**config.mk**
```make
export PLATFORM = sky130hd
export DESIGN_NAME = thermistor_beta_averager_core
export DESIGN_NICKNAME = d
export VERILOG_FILES = /design/src/sv/tba_pkg.sv /design/src/sv/tba_datapath.sv /design/src/sv/tba_ctrl.sv /design/src/sv/thermistor_beta_averager_core.sv
export SDC_FILE = /design/constraint.sdc
export NUM_CORES = 2
export LEC_CHECK = 0
export BUFFER_PORTS_ARGS = -buffer_cell sky130_fd_sc_hd__buf_2
export CAP_MARGIN = 10
export CORE_MARGIN = 4
export CORE_UTILIZATION = 30
export DETAILED_ROUTE_END_ITERATION = 6
export GPL_TIMING_DRIVEN = 0
export MAX_ROUTING_LAYER = met4
export PLACE_DENSITY = 0.43
export SYNTH_ARGS = -nofsm -noshare
export SYNTH_HDL_FRONTEND = slang
export SYNTH_SLANG_ARGS = --single-unit
```
**constraint.sdc**
```tcl
create_clock -name i_clk -period 14.1 [get_ports i_clk]
set_clock_uncertainty 0.05 [all_clocks]
set_input_delay 4.23 -clock i_clk [delete_from_list [all_inputs] [get_ports i_clk]]
set_output_delay 4.23 -clock i_clk [all_outputs]
set_load 0.005 [all_outputs]
```
**src/sv/tba_pkg.sv**
```systemverilog
package tba_pkg;

    // Fixed-point constants
    localparam int unsigned FracLog = 30;
    localparam logic [27:0] Ln2Q28 = 28'd186065280;
    // round(2^40 * 20 / 5963)
    localparam logic [31:0] InvT25Q40 = 32'(((64'd1 << 40) * 64'd20 + 64'd2981) / 64'd5963);
    localparam logic [47:0] CentiScaleQ40 = 48'd100 << 40;
    localparam logic [15:0] ZeroCCentiK = 16'd27315;
    localparam logic [15:0] TempMax = 16'd32767;

    // Status codes
    localparam logic [1:0] StOk = 2'd0;
    localparam logic [1:0] StHigh = 2'd1;
    localparam logic [1:0] StZero = 2'd2;

    // Register indexes
    localparam logic [1:0] RegBeta = 2'd0;
    localparam logic [1:0] RegFull = 2'd1;
    localparam logic [1:0] RegSamples = 2'd2;

    // Datapath commands
    typedef struct packed {
        logic accum;      // add sample, bump count
        logic start_la;   // load log2 unit with a
        logic start_lb;   // load log2 unit with sum
        logic log_step;   // one squaring step
        logic ln_mul;     // |ln q| multiply
        logic div_start;  // start divide by beta
        logic div_step;
        logic rec_start;  // start reciprocal divide
        logic rec_step;
        logic finish;     // form result
    } t_cmd;

    typedef struct packed {
        logic block_done; // count reached N after this sample
        logic special;    // sum zero or at/above full scale
        logic neg_sat;    // reciprocal would go non-positive
    } t_stat;

endpackage

```
**src/sv/tba_datapath.sv**
```systemverilog
module tba_datapath #(
    parameter int MaxSamples = 1024,
    parameter int SumW = 26
) (
    input  logic              i_clk,
    input  logic              i_rst_n,
    input  logic              i_cfg_wr_en,
    input  logic [1:0]        i_cfg_index,
    input  logic [15:0]       i_cfg_data,
    input  logic [15:0]       i_sample_mv,
    input  tba_pkg::t_cmd     i_cmd,
    output tba_pkg::t_stat    o_stat,
    output logic signed [15:0] o_temp,
    output logic [1:0]        o_status
);
    import tba_pkg::*;

    localparam int NW = $clog2(MaxSamples + 1);
    localparam int AW = SumW + 1;            // full*N width headroom
    localparam int EW = $clog2(AW + 1);
    localparam int LW = EW + FracLog;        // log2 value width
    localparam int QW = LW + 10;             // Q.40 magnitude width
    localparam int RW = 48;                  // reciprocal quotient width

    logic [15:0] r_beta, r_full;
    logic [10:0] r_nreg;
    logic [SumW-1:0] r_sum;
    logic [10:0] r_cnt;

    // Effective block size
    logic [NW-1:0] w_n;
    always_comb begin
        if (r_nreg == 11'd0) w_n = NW'(1);
        else if (32'(r_nreg) > 32'(MaxSamples)) w_n = NW'(MaxSamples);
        else w_n = NW'(r_nreg);
    end

    // Config registers
    always_ff @(posedge i_clk) begin
        if (!i_rst_n) begin
            r_beta <= 16'd3950;
            r_full <= 16'd5000;
            r_nreg <= 11'd16;
        end else if (i_cfg_wr_en) begin
            case (i_cfg_index)
                RegBeta: r_beta <= i_cfg_data;
                RegFull: r_full <= i_cfg_data;
                RegSamples: r_nreg <= i_cfg_data[10:0];
                default: ;
            endcase
        end
    end

    // Accumulator
    logic [SumW-1:0] n_sum;
    logic [10:0] n_cnt;
    assign n_sum = r_sum + SumW'(i_sample_mv);
    assign n_cnt = r_cnt + 11'd1;
    assign o_stat.block_done = (32'(n_cnt) >= 32'(w_n));

    logic [SumW-1:0] r_bsum;   // captured block sum
    logic [AW-1:0]   r_a;
    logic            r_spec;
    logic [1:0]      r_spec_st;
    logic [AW-1:0]   w_fulln;
    assign w_fulln = AW'(r_full * w_n);

    always_ff @(posedge i_clk) begin
        if (!i_rst_n) begin
            r_sum <= '0;
            r_cnt <= '0;
        end else if (i_cmd.accum) begin
            if (o_stat.block_done) begin
                r_sum <= '0;
                r_cnt <= '0;
            end else begin
                r_sum <= n_sum;
                r_cnt <= n_cnt;
            end
        end
    end

    always_ff @(posedge i_clk) begin
        if (i_cmd.accum && o_stat.block_done) begin
            r_bsum <= n_sum;
            r_spec <= (n_sum == '0) || (AW'(n_sum) >= w_fulln);
            r_spec_st <= (n_sum == '0) ? StZero : StHigh;
            r_a <= w_fulln - AW'(n_sum);
        end
    end
    assign o_stat.special = r_spec;

    // log2 unit: leading-one then squaring, one step per cycle
    logic [FracLog+1:0] r_m;
    logic [FracLog-1:0] r_frac;
    logic [EW-1:0]      r_e;
    logic [LW-1:0]      r_la;
    logic [AW-1:0]      w_lsrc;
    logic [EW-1:0]      w_e;
    logic [2*FracLog+3:0] w_sq;
    logic [FracLog+1:0] w_m2;

    assign w_lsrc = i_cmd.start_la ? r_a : AW'(r_bsum);
    always_comb begin
        w_e = '0;
        for (int i = 1; i < AW; i++) begin
            if (w_lsrc[i]) w_e = EW'(i);
        end
    end
    assign w_sq = (2*FracLog+4)'(r_m) * (2*FracLog+4)'(r_m);
    assign w_m2 = (FracLog+2)'(w_sq >> FracLog);

    always_ff @(posedge i_clk) begin
        if (i_cmd.start_la || i_cmd.start_lb) begin
            if (i_cmd.start_lb) r_la <= {r_e, r_frac};
            r_e <= w_e;
            r_frac <= '0;
            r_m <= (FracLog+2)'(((AW+FracLog)'(w_lsrc) << FracLog) >> w_e);
        end else if (i_cmd.log_step) begin
            if (w_m2[FracLog+1]) begin
                r_m <= w_m2 >> 1;
                r_frac <= {r_frac[FracLog-2:0], 1'b1};
            end else begin
                r_m <= w_m2;
                r_frac <= {r_frac[FracLog-2:0], 1'b0};
            end
        end
    end

    // |ln q| = |la - lb| * ln2
    logic [LW-1:0] w_lb, w_mag;
    logic          r_neg;
    logic [QW-1:0] r_lnmag;   // Q.30 magnitude << 10 = Q.40 numerator
    assign w_lb = {r_e, r_frac};
    assign w_mag = (r_la < w_lb) ? (w_lb - r_la) : (r_la - w_lb);

    always_ff @(posedge i_clk) begin
        if (i_cmd.ln_mul) begin
            r_neg <= r_la < w_lb;
            r_lnmag <= QW'(((LW+28)'(w_mag) * (LW+28)'(Ln2Q28)) >> 28) << 10;
        end
    end

    // Shared restoring divider, one quotient bit per cycle
    localparam int DW = 48;
    logic [DW-1:0] r_q, r_rem, r_den;
    logic [DW:0]   w_trial;
    assign w_trial = {r_rem, r_q[DW-1]} - {1'b0, r_den};

    logic [15:0] w_beta;
    assign w_beta = (r_beta == 16'd0) ? 16'd1 : r_beta;

    logic [DW-1:0] w_inv;
    assign w_inv = r_neg ? (DW'(InvT25Q40) - r_q) : (DW'(InvT25Q40) + r_q);
    assign o_stat.neg_sat = r_neg && (r_q >= DW'(InvT25Q40));

    always_ff @(posedge i_clk) begin
        if (i_cmd.div_start) begin
            r_q <= DW'(r_lnmag);
            r_rem <= '0;
            r_den <= DW'(w_beta);
        end else if (i_cmd.rec_start) begin
            r_q <= CentiScaleQ40 + (w_inv >> 1);
            r_rem <= '0;
            r_den <= w_inv;
        end else if (i_cmd.div_step || i_cmd.rec_step) begin
            if (!w_trial[DW]) begin
                r_rem <= w_trial[DW-1:0];
                r_q <= {r_q[DW-2:0], 1'b1};
            end else begin
                r_rem <= {r_rem[DW-2:0], r_q[DW-1]};
                r_q <= {r_q[DW-2:0], 1'b0};
            end
        end
    end

    // Result register
    always_ff @(posedge i_clk) begin
        if (i_cmd.finish) begin
            if (r_spec) begin
                o_temp <= '0;
                o_status <= r_spec_st;
            end else if (o_stat.neg_sat) begin
                o_temp <= signed'(TempMax);
                o_status <= StOk;
            end else begin
                o_status <= StOk;
                if (r_q >= RW'(32'(TempMax) + 32'(ZeroCCentiK))) o_temp <= signed'(TempMax);
                else o_temp <= signed'(16'(r_q[16:0] - 17'(ZeroCCentiK)));
            end
        end
    end

endmodule

```
**src/sv/tba_ctrl.sv**
```systemverilog
module tba_ctrl (
    input  logic           i_clk,
    input  logic           i_rst_n,
    input  logic           i_valid,
    output logic           o_stall,
    output logic           o_valid,
    input  logic           i_stall,
    input  tba_pkg::t_stat i_stat,
    output tba_pkg::t_cmd  o_cmd
);
    import tba_pkg::*;

    localparam logic [3:0] SIdle = 4'd0;
    localparam logic [3:0] SChk  = 4'd1;
    localparam logic [3:0] SLa   = 4'd2;
    localparam logic [3:0] SLaSt = 4'd3;
    localparam logic [3:0] SLb   = 4'd4;
    localparam logic [3:0] SLbSt = 4'd5;
    localparam logic [3:0] SMul  = 4'd6;
    localparam logic [3:0] SDivS = 4'd7;
    localparam logic [3:0] SDiv  = 4'd8;
    localparam logic [3:0] SRecS = 4'd9;
    localparam logic [3:0] SRec  = 4'd10;
    localparam logic [3:0] SFin  = 4'd11;
    localparam logic [3:0] SOut  = 4'd12;

    logic [3:0] r_state, n_state;
    logic [5:0] r_cnt, n_cnt;
    logic       w_acc;

    assign o_stall = (r_state != SIdle);
    assign o_valid = (r_state == SOut);
    assign w_acc = i_valid && !o_stall;

    always_comb begin
        n_state = r_state;
        n_cnt = r_cnt;
        o_cmd = '0;
        case (r_state)
            SIdle: begin
                o_cmd.accum = w_acc;
                if (w_acc && i_stat.block_done) n_state = SChk;
            end
            SChk: n_state = i_stat.special ? SFin : SLa;
            SLa: begin
                o_cmd.start_la = 1'b1;
                n_cnt = 6'd0;
                n_state = SLaSt;
            end
            SLaSt: begin
                o_cmd.log_step = 1'b1;
                n_cnt = r_cnt + 6'd1;
                if (r_cnt == 6'(FracLog - 1)) n_state = SLb;
            end
            SLb: begin
                o_cmd.start_lb = 1'b1;
                n_cnt = 6'd0;
                n_state = SLbSt;
            end
            SLbSt: begin
                o_cmd.log_step = 1'b1;
                n_cnt = r_cnt + 6'd1;
                if (r_cnt == 6'(FracLog - 1)) n_state = SMul;
            end
            SMul: begin
                o_cmd.ln_mul = 1'b1;
                n_state = SDivS;
            end
            SDivS: begin
                o_cmd.div_start = 1'b1;
                n_cnt = 6'd0;
                n_state = SDiv;
            end
            SDiv: begin
                o_cmd.div_step = 1'b1;
                n_cnt = r_cnt + 6'd1;
                if (r_cnt == 6'd47) n_state = SRecS;
            end
            SRecS: begin
                if (i_stat.neg_sat) n_state = SFin;
                else begin
                    o_cmd.rec_start = 1'b1;
                    n_cnt = 6'd0;
                    n_state = SRec;
                end
            end
            SRec: begin
                o_cmd.rec_step = 1'b1;
                n_cnt = r_cnt + 6'd1;
                if (r_cnt == 6'd47) n_state = SFin;
            end
            SFin: begin
                o_cmd.finish = 1'b1;
                n_state = SOut;
            end
            SOut: if (!i_stall) n_state = SIdle;
            default: n_state = SIdle;
        endcase
    end

    always_ff @(posedge i_clk) begin
        if (!i_rst_n) begin
            r_state <= SIdle;
            r_cnt <= '0;
        end else begin
            r_state <= n_state;
            r_cnt <= n_cnt;
        end
    end

`ifndef SYNTHESIS
    a_no_accept_busy: assert property (@(posedge i_clk) disable iff (!i_rst_n)
        (r_state != SIdle) |-> !o_cmd.accum) else $error("accum while busy");
    a_out_after_fin: assert property (@(posedge i_clk) disable iff (!i_rst_n)
        $rose(o_valid) |-> $past(r_state) == SFin) else $error("result without finish");
    a_hold_out: assert property (@(posedge i_clk) disable iff (!i_rst_n)
        (o_valid && i_stall) |=> o_valid) else $error("result dropped");
`endif

endmodule

```
**src/sv/thermistor_beta_averager_core.sv**
```systemverilog
// Thermistor beta averager: sums millivolt samples and, once samples_per_result
// have arrived, emits one temperature in 0.01 degC (or an error status). A
// sample that does not close a block is accumulated without a stall. The
// closing sample starts a sequence that computes the result: two 30-step log2
// passes on a shared squaring unit, one multiply, then two passes of a shared
// bit-serial divider (divide by beta, then reciprocal). An error status skips
// the log and divide passes, and a reciprocal that would go non-positive skips
// the second divide. No sample is taken until the result leaves.
module thermistor_beta_averager_core #(
    parameter int MaxSamples = 1024
) (
    input  logic              i_clk,
    input  logic              i_rst_n,
    input  logic              i_cfg_wr_en,
    input  logic [1:0]        i_cfg_index,
    input  logic [15:0]       i_cfg_data,
    input  logic              i_valid,
    output logic              o_stall,
    input  logic [15:0]       i_sample_mv,
    output logic              o_valid,
    input  logic              i_stall,
    output logic signed [15:0] o_temperature_centi_c,
    output logic [1:0]        o_status
);
    import tba_pkg::*;

    localparam int SumW = 16 + $clog2(MaxSamples + 1);

    t_cmd  w_cmd;
    t_stat w_stat;

    tba_ctrl u_ctrl (
        .i_clk, .i_rst_n, .i_valid, .o_stall, .o_valid, .i_stall,
        .i_stat(w_stat), .o_cmd(w_cmd)
    );

    tba_datapath #(.MaxSamples(MaxSamples), .SumW(SumW)) u_dp (
        .i_clk, .i_rst_n, .i_cfg_wr_en, .i_cfg_index, .i_cfg_data, .i_sample_mv,
        .i_cmd(w_cmd), .o_stat(w_stat),
        .o_temp(o_temperature_centi_c), .o_status
    );

endmodule
```
==> impl_summary.log <==
[metrics] fraction of layout cells with a size suffix above 1: 0.0351
[metrics] number of buffers between clock root and the deepest sink: 3
[metrics] Post-CTS Hold Fix Bufs: 0
[metrics] CTS clock-pin slew for the worst setup and hold paths: 0.06 ns
[metrics] mean routed wirelength per cell: 20.8 um
[metrics] post-synthesis mux area share: 0.0203
[metrics] crit end category: flip-flop
[metrics] measured slew at the worst slew-check pin: 1.34 ns
[metrics] number of design-rule violations left by the first detailed-router iteration: 3926
[metrics] mean post-synth cell area: 9.05 um^2
[metrics] global router's overall resource usage: 0.197
[metrics] Ports: 59
[metrics] total wire length: 244000 um
[metrics] highest-count cells in the layout ignoring fill and taps: 1722 x sky130_fd_sc_hd__inv_1, 1150 x sky130_fd_sc_hd__fa_1, 780 x sky130_fd_sc_hd__ha_1
[metrics] via count: 57206
[metrics] sum of buffers and inverters on the critical path: 12
[metrics] area share of fa/ha/maj cells after synthesis: 0.442
[metrics] Most Frequent Cell on Critical Path: sky130_fd_sc_hd__inv_1
[metrics] critical path arrival: 13.22 ns
[metrics] maximum fanout along the worst path: 10
[metrics] netlist area before placement: 74200 um^2
[metrics] met2 Track Usage GR: 0.313
[metrics] number of global-route vias before repair: 60508
[metrics] via density per instance: 4.88
[metrics] first-pass GRT wire length: 378000 um
[metrics] TritonCTS Buffers: 56
[metrics] cell count after synthesis: 8200
[metrics] Initial Util: 0.302
[metrics] count of antenna-violating nets left after detailed routing: 0
[metrics] last weighted congestion value of the routability-driven placer: 0.919
[metrics] remaining design rule violation count: 0
[metrics] H-tree levels: 2
[metrics] met3 Use GR: 0.0210
[metrics] leading cell type in the layout, fill and taps excluded: sky130_fd_sc_hd__inv_1
[metrics] startpoint type of the worst setup path: flip-flop
[metrics] number of max-slew violations in the final report: 0
[metrics] Resize count post-CTS: 0
[metrics] maximum number of pins on one net before global-route repair: 28
[metrics] Slew HR: 0.106
[metrics] result of the run: completed
[metrics] die width: 505 um
[metrics] synthesis-stage register bit count: 449
[metrics] sequential cell area fraction in the yosys report: 0.154
[metrics] clock tree from TritonCTS: built
[metrics] final setup fails: 0
[metrics] Final Critical Period: 12.82 ns
[metrics] post-CTS setup buffers: 0
[metrics] Port Buffers: 58
[metrics] EDFF count, synth: 245
[metrics] Largest stage delay, worst path: 0.83 ns
[metrics] Clock Latency Late Sink: 0.70 ns
[metrics] post-synthesis simple-gate area fraction: 0.129
[metrics] number of nets at the end of the flow: 10316
[metrics] final setup TNS: 0 ns
[metrics] die height: 505 um
[metrics] die area: 255000 um^2
[metrics] slowest CP cell: sky130_fd_sc_hd__o31ai_1
[metrics] Worst Setup Path Type: reg2reg
[metrics] number of maximum-capacitance constraint violations: 0
[metrics] GR peak layer: met2
[metrics] root buffer cell: sky130_fd_sc_hd__clkbuf_16
[metrics] class of the tightest hold or removal check: reg2reg
[metrics] Area growth syn-to-layout: 9.37%
[metrics] Worst EP required: 14.50 ns
[metrics] dominant combinational cell family by area after synthesis: adder cells
[metrics] top flip-flop cell by instance count after synthesis: sky130_fd_sc_hd__edfxtp_1
[metrics] number of different library cells in the post-synthesis netlist: 90
[metrics] core box area: 246000 um^2
[metrics] fmax: 78.0 MHz
[metrics] drt pass-1 iters: 6
[metrics] standard-cell row count: 182
[metrics] share of the clock period used by the worst path after layout: 0.909
[metrics] Synthesis Warnings: 0
[metrics] net count after synthesis: 10169
[metrics] Global Route met1 Usage: 0.273
[metrics] CTS sink count: 449
[metrics] sum of overflow across all layers after global routing: 0
[metrics] post-synthesis async set-or-reset flop share: 0
[metrics] RSZ-0062 raised after global routing: false
[metrics] final hold violations: 0
[metrics] Compound-Gate Fraction of Synth Area: 0.113
[metrics] half-perimeter wire length after placement: 201000 um
[metrics] CP delay by family, top: compound AO/OA/AOI/OAI gates
[metrics] xor/xnor share of the synthesized area: 0.0368
[metrics] initial antenna violation count: 22
synthesized netlist by cell type (39+ instances only):
library cell | count | area [um^2]
sky130_fd_sc_hd__a21boi_0 | 54 | 405
sky130_fd_sc_hd__and2_1 | 298 | 1860
sky130_fd_sc_hd__nand3_1 | 170 | 851
sky130_fd_sc_hd__and3_1 | 39 | 244
sky130_fd_sc_hd__dfxtp_1 | 204 | 4080
sky130_fd_sc_hd__a211oi_1 | 56 | 420
sky130_fd_sc_hd__a21oi_1 | 333 | 1670
sky130_fd_sc_hd__a21o_1 | 131 | 983
sky130_fd_sc_hd__inv_1 | 1723 | 6470
sky130_fd_sc_hd__a31oi_1 | 50 | 313
sky130_fd_sc_hd__clkbuf_1 | 269 | 1010
sky130_fd_sc_hd__edfxtp_1 | 245 | 7360
sky130_fd_sc_hd__fa_1 | 1150 | 23000
sky130_fd_sc_hd__o211ai_1 | 44 | 330
sky130_fd_sc_hd__mux2i_1 | 130 | 1300
sky130_fd_sc_hd__nor2_1 | 329 | 1230
sky130_fd_sc_hd__o21ai_0 | 252 | 1260
sky130_fd_sc_hd__o22ai_1 | 70 | 438
sky130_fd_sc_hd__o21a_1 | 50 | 375
sky130_fd_sc_hd__nand2_1 | 777 | 2920
sky130_fd_sc_hd__nor2b_1 | 80 | 500
sky130_fd_sc_hd__xnor2_1 | 198 | 1730
sky130_fd_sc_hd__nor3_1 | 91 | 455
sky130_fd_sc_hd__xor2_1 | 114 | 998
sky130_fd_sc_hd__ha_1 | 780 | 9760
worst paths after layout:
path                   from               end  slack, ns  cells after the start
max           u_dp.r_la[11]  u_dp.r_lnmag[44]       1.28                     41
min          u_dp.r_frac[3]      u_dp.r_la[3]       0.41                      0
max reg2reg   u_dp.r_la[11]  u_dp.r_lnmag[44]       1.28                     41
min reg2reg  u_dp.r_frac[3]      u_dp.r_la[3]       0.41                      0
metal layers:
layer  routed length [um]  part of all wire
met5                    0                 0
met4                 4960             0.020
met3                11200             0.046
met2               113000              0.46
met1               115000              0.47
state kept, by name, indices dropped and copies added, names as in the netlist, 27 cells and up:
register / count
u_dp.r_bsum: 27
u_dp.r_den: 48
u_dp.r_a: 28
u_dp.r_frac: 30
u_dp.r_rem: 48
u_dp.r_lnmag: 35
u_dp.r_la: 35
u_dp.r_m: 32
u_dp.r_q: 48
u_dp.r_sum: 27
metrics by stage:
step                instances  hold WS, ns   util  instance area (um^2)  setup WS, ns
floorplan                8200        0.376      -                 74200          3.98
global placement        11570        0.393  0.320                 78700        -0.694
detailed placement      11597        0.396  0.321                 79100          1.16
CTS                     11703        0.411  0.330                 81100          1.14
global route            11710        0.422  0.330                 81200         0.375
finish                  11717        0.410  0.330                 81200          1.28
cells by family (layout without fill, tap and decap cells):
| kind of cell | count (synthesis) | count (layout) |
|---|---|---|
| AOI/OAI and AO/OA | 1297 | 1297 |
| muxes | 147 | 147 |
| adders and majority gates | 1933 | 1933 |
| xor gates and xnor gates | 312 | 312 |
| DFF | 449 | 449 |
| other | 1 | 11 |
| and+or+nand+nor | 1998 | 1998 |
| buffers and inverters | 2063 | 2258 |
cell type report:
| class | instances | area (um^2) |
|---|---|---|
| diodes | 10 | 25.0 |
| plain buffers | 319 | 1280 |
| clock buffers | 72 | 1520 |
| clock inverters | 34 | 480 |
| fillers | 25938 | 165000 |
| inverters | 1744 | 6550 |
| multi-input cells | 5688 | 55100 |
| flip-flops and latches | 449 | 11400 |
| well taps | 3312 | 4140 |
| repair buffers | 89 | 667 |
Power is not shown: default switching activity piles up to over one toggle a cycle in this logic, so the estimate is an artifact.
